## src/rtl/second_shortest_path_engine_assert.svh

```systemverilog
// ----------------------------------------------------------------------------
// second_shortest_path_engine_assert
// assertion macros shared by the second shortest path engine rtl
// ----------------------------------------------------------------------------
`ifndef SECOND_SHORTEST_PATH_ENGINE_ASSERT_SVH
`define SECOND_SHORTEST_PATH_ENGINE_ASSERT_SVH

// condition that must hold at every clock edge out of reset
`define SSP_ASSERT_ALWAYS(lbl, cond, msg) \
    lbl: assert property (@(posedge clk) disable iff (!rst_n) (cond)) else $error(msg);

// condition in one cycle that implies another in the next cycle
`define SSP_ASSERT_NEXT(lbl, pre, post, msg) \
    lbl: assert property (@(posedge clk) disable iff (!rst_n) (pre) |=> (post)) else $error(msg);

`endif

```

## src/rtl/ssp_pkg.sv

```systemverilog
// ----------------------------------------------------------------------------
// ssp_pkg
// op codes, register indexes and shared types of the second shortest path engine
// ----------------------------------------------------------------------------
package ssp_pkg;

    // input item op codes
    localparam logic [1:0] OP_CLEAR  = 2'd0;
    localparam logic [1:0] OP_ADD    = 2'd1;
    localparam logic [1:0] OP_RUN    = 2'd2;
    localparam logic [1:0] OP_UNUSED = 2'd3;

    // configuration register indexes
    localparam logic CFG_SOURCE = 1'b0;
    localparam logic CFG_TARGET = 1'b1;

    localparam int CFG_BITS  = 12;
    localparam int NODE_BITS_IN = 12;

    // outcome of offering a candidate distance to a node
    typedef struct packed {
        logic take_best;
        logic take_next;
    } offer_flags_t;

endpackage

```

## src/rtl/ssp_relax_unit.sv

```systemverilog
// ----------------------------------------------------------------------------
// ssp_relax_unit
// shared saturating adder and offer comparator for the relaxation sequencer
// ----------------------------------------------------------------------------
module ssp_relax_unit #(
    parameter int DIST_BITS   = 32,
    parameter int WEIGHT_BITS = 16
) (
    input  logic [DIST_BITS-1:0]   base_dist,
    input  logic [WEIGHT_BITS-1:0] weight,
    input  logic [DIST_BITS-1:0]   cand,
    input  logic [DIST_BITS-1:0]   best,
    input  logic [DIST_BITS-1:0]   nxt,
    output logic [DIST_BITS-1:0]   sum,
    output ssp_pkg::offer_flags_t  flags
);
    import ssp_pkg::*;

    localparam int SW = ((DIST_BITS > WEIGHT_BITS) ? DIST_BITS : WEIGHT_BITS) + 1;
    localparam logic [DIST_BITS-1:0] INF = {DIST_BITS{1'b1}};

    logic [SW-1:0] wide_sum;
    logic          cand_fin;

    // saturating add, infinity in gives infinity out
    assign wide_sum = SW'(base_dist) + SW'(weight);
    assign sum = ((base_dist == INF) || (wide_sum >= SW'(INF))) ? INF
                                                                : wide_sum[DIST_BITS-1:0];

    // offer compare against the node's best and next-best values
    assign cand_fin        = (cand != INF);
    assign flags.take_best = cand_fin && (cand < best);
    assign flags.take_next = cand_fin && (cand > best) && (cand < nxt);

endmodule

```

## config.mk

```make
export PLATFORM = sky130hd
export DESIGN_NAME = ssp_relax_unit
export DESIGN_NICKNAME = d
export VERILOG_FILES = /design/src/rtl/second_shortest_path_engine_assert.svh /design/src/rtl/ssp_pkg.sv /design/src/rtl/ssp_relax_unit.sv
export SDC_FILE = /design/constraint.sdc
export NUM_CORES = 1
export LEC_CHECK = 0
export ABC_AREA = 1
export BUFFER_PORTS_ARGS = -buffer_cell sky130_fd_sc_hd__buf_2
export CORE_MARGIN = 3
export CORE_UTILIZATION = 55
export DETAILED_ROUTE_END_ITERATION = 7
export PLACE_DENSITY_LB_ADDON = 0.05
export SKIP_LAST_GASP = 1
export SLEW_MARGIN = 15
export SYNTH_ARGS = -nofsm -noshare
export SYNTH_HDL_FRONTEND = slang
export SYNTH_SLANG_ARGS = --single-unit
```

## constraint.sdc

```tcl
create_clock -name vclk -period 5.8
set_clock_uncertainty 0.1 [all_clocks]
set_input_delay 0.58 -clock vclk [all_inputs]
set_output_delay 0.58 -clock vclk [all_outputs]
set_load 0.02 [all_outputs]
```

==> out/metrics.cfg <==
[synthesis]
yosysTopAreaCell=ha_1
synth_top_area_frac=0.2470
syn_area_per_cell_um2=5.373
syn_inst=745
syn-cell-area_um2=4003
synthTopCellsByArea=ha_1, nand2_1, inv_1
yosysUniqueCellTypes=28
ys_seq_area_frac=0
syn-num-nets=969
yosysWarnings=0

[setup_path]
path_max_fanout=32
critical_path_class=in2out
cp-start-kind=input port
cp.arrival_ps=3570
end_kind=primary output
worst_ep_required_time_ps=5120

[sta]
fin_crit_ps=4255
worstMarginPinSlew_ps=727.5
timing.final.ws_setup_ps=1545
rsz0062_at_grt=no
hold_violations=0
post-route-period-util=0.7336
maxSlewHeadroom=0.5144
slew_viol_final=0
setup-tns-final_ps=0
fmax_mhz=235.0
finalSetupViolCount=0

[cells_and_area]
antennaDiodeCount=0
syn_to_final_growth_pct=24.10
nClkBuffers=0
final-seq-area_um2=0
seq_cells=0
nNetsFinal=1143
drive_gt1_frac=0.2192

[grt]
grt_usage=0.2912
grt_pass1_vias=4959
gr-total-overflow=0
grt_first_pass_wirelength_mm=20.88
antenna_found_initial=0
grt_start_max_net_pins=33

[place]
gp_congestion=0.9002
dpl.hpwl_mm=11.74
port_buffers=178
dp_slack_ps=1587

[outcome]
status=complete, no violations

[floorplanning]
ios=178
rows=30
core_um2=6907
start_util=0.5795
die_y_um=91.31
die_w_um=91.31
dieArea_um2=8337

[routing]
drt_iter0_markers=278
viasPerCell=5.244
firstDrtPassIters=7
ant_nets=0
wl_per_cell_um=12.83
num_vias=5312
remaining_drc_errors=0
wirelength_mm=13.00

[clock_network]
hold_buffers=0
cts_setup_buffers=0
ctsResizeCount=0

[pwr]
power.density_nw_per_um2=84.88
p_leak_uw=0.003330
ir_drop_uv=39.19

[worst_hold_path]
hp-class=in2out

[job]
drv_cap=0

## placed cells by master (no fill, tap or decap), types with 5 or more instances in the layout
cell type	count
nand2_1	226
buf_2	178
inv_1	176
ha_1	79
nand3_1	64
nor2_1	50
a21oi_1	42
nand4_1	27
nand3_2	16
o21ai_0	10
nor3_1	8
nor4_1	7
nand3b_1	5
xor2_1	5
## critical path: stages
cell     delay, ps
buf_2          100
ha_1           200
inv_1           70
fa_1           410
inv_1          110
nand2_1         50
nand2_1        100
nand3_1        100
nand2_1        120
nand2_1         90
nand2_2         90
nand2_1         90
xor2_1         210
nand2_1         80
nor2_1         140
nand3_2        590
nand3_1        250
buf_2          200
## metrics by stage
stage          cell area (um2)  instances  power, uW  utilization  hold slack (ps)
2_1_floorplan             4003        745      267.6            -             1310
3_3_place_gp              4967       1013      400.1       0.7192             1500
3_5_place_dp              4967       1013      416.5       0.7192             1500
4_1_cts                   4967       1013      418.0       0.7192             1499
5_1_grt                   4967       1013      473.9       0.7192             1540
6_report                  4967       1013      421.6       0.7192             1500
## metal layers
metal | wire length, um | global-route usage
met1 | 5442 | 0.3522
met2 | 6395 | 0.5616
met3 | 937 | 0.02237
met4 | 222 | 0.04774
met5 | 0 | 0
## final timing paths
check,endpoint,slack (ps),cells after the start,startpoint
worst max-delay path,sum[23],1550,18,base_dist[0]
worst min-delay path,sum[27],1500,5,base_dist[27]
## cell families (layout without fill, tap and decap cells)
logic type	Yosys count	count (layout)	share of synthesized area
compound gates	65	65	0.09003
xor+xnor	5	5	0.01094
simple gates	412	412	0.4686
buf+inv	183	355	0.1785
fa+ha+maj	80	80	0.2520
## cell type report
class	count	area, um2
Inverter	176	660.6
Multi-Input combinational cell	562	3288
Tap cell	96	120.1
Fill cell	687	1939
Timing Repair Buffer	179	898.4
## power by group
group / total, uW / leakage, uW / switching (uW) / internal (uW)
Combinational: 422 / 0.00333 / 259 / 162
Sequential: 0 / 0 / 0 / 0
Clock: 0 / 0 / 0 / 0
## synthesized netlist by cell type (all sizes together) (2+ instances only)
master  instances
nand2         228
inv           176
nand3          80
ha             79
nor2           50
a21oi          42
nand4          27
nor3           11
o21ai          10
buf             7
nor4            7
nand3b          5
xor2            5
a211oi          4
o211ai          4
o21a            2
(Power assumes the default switching activity.)
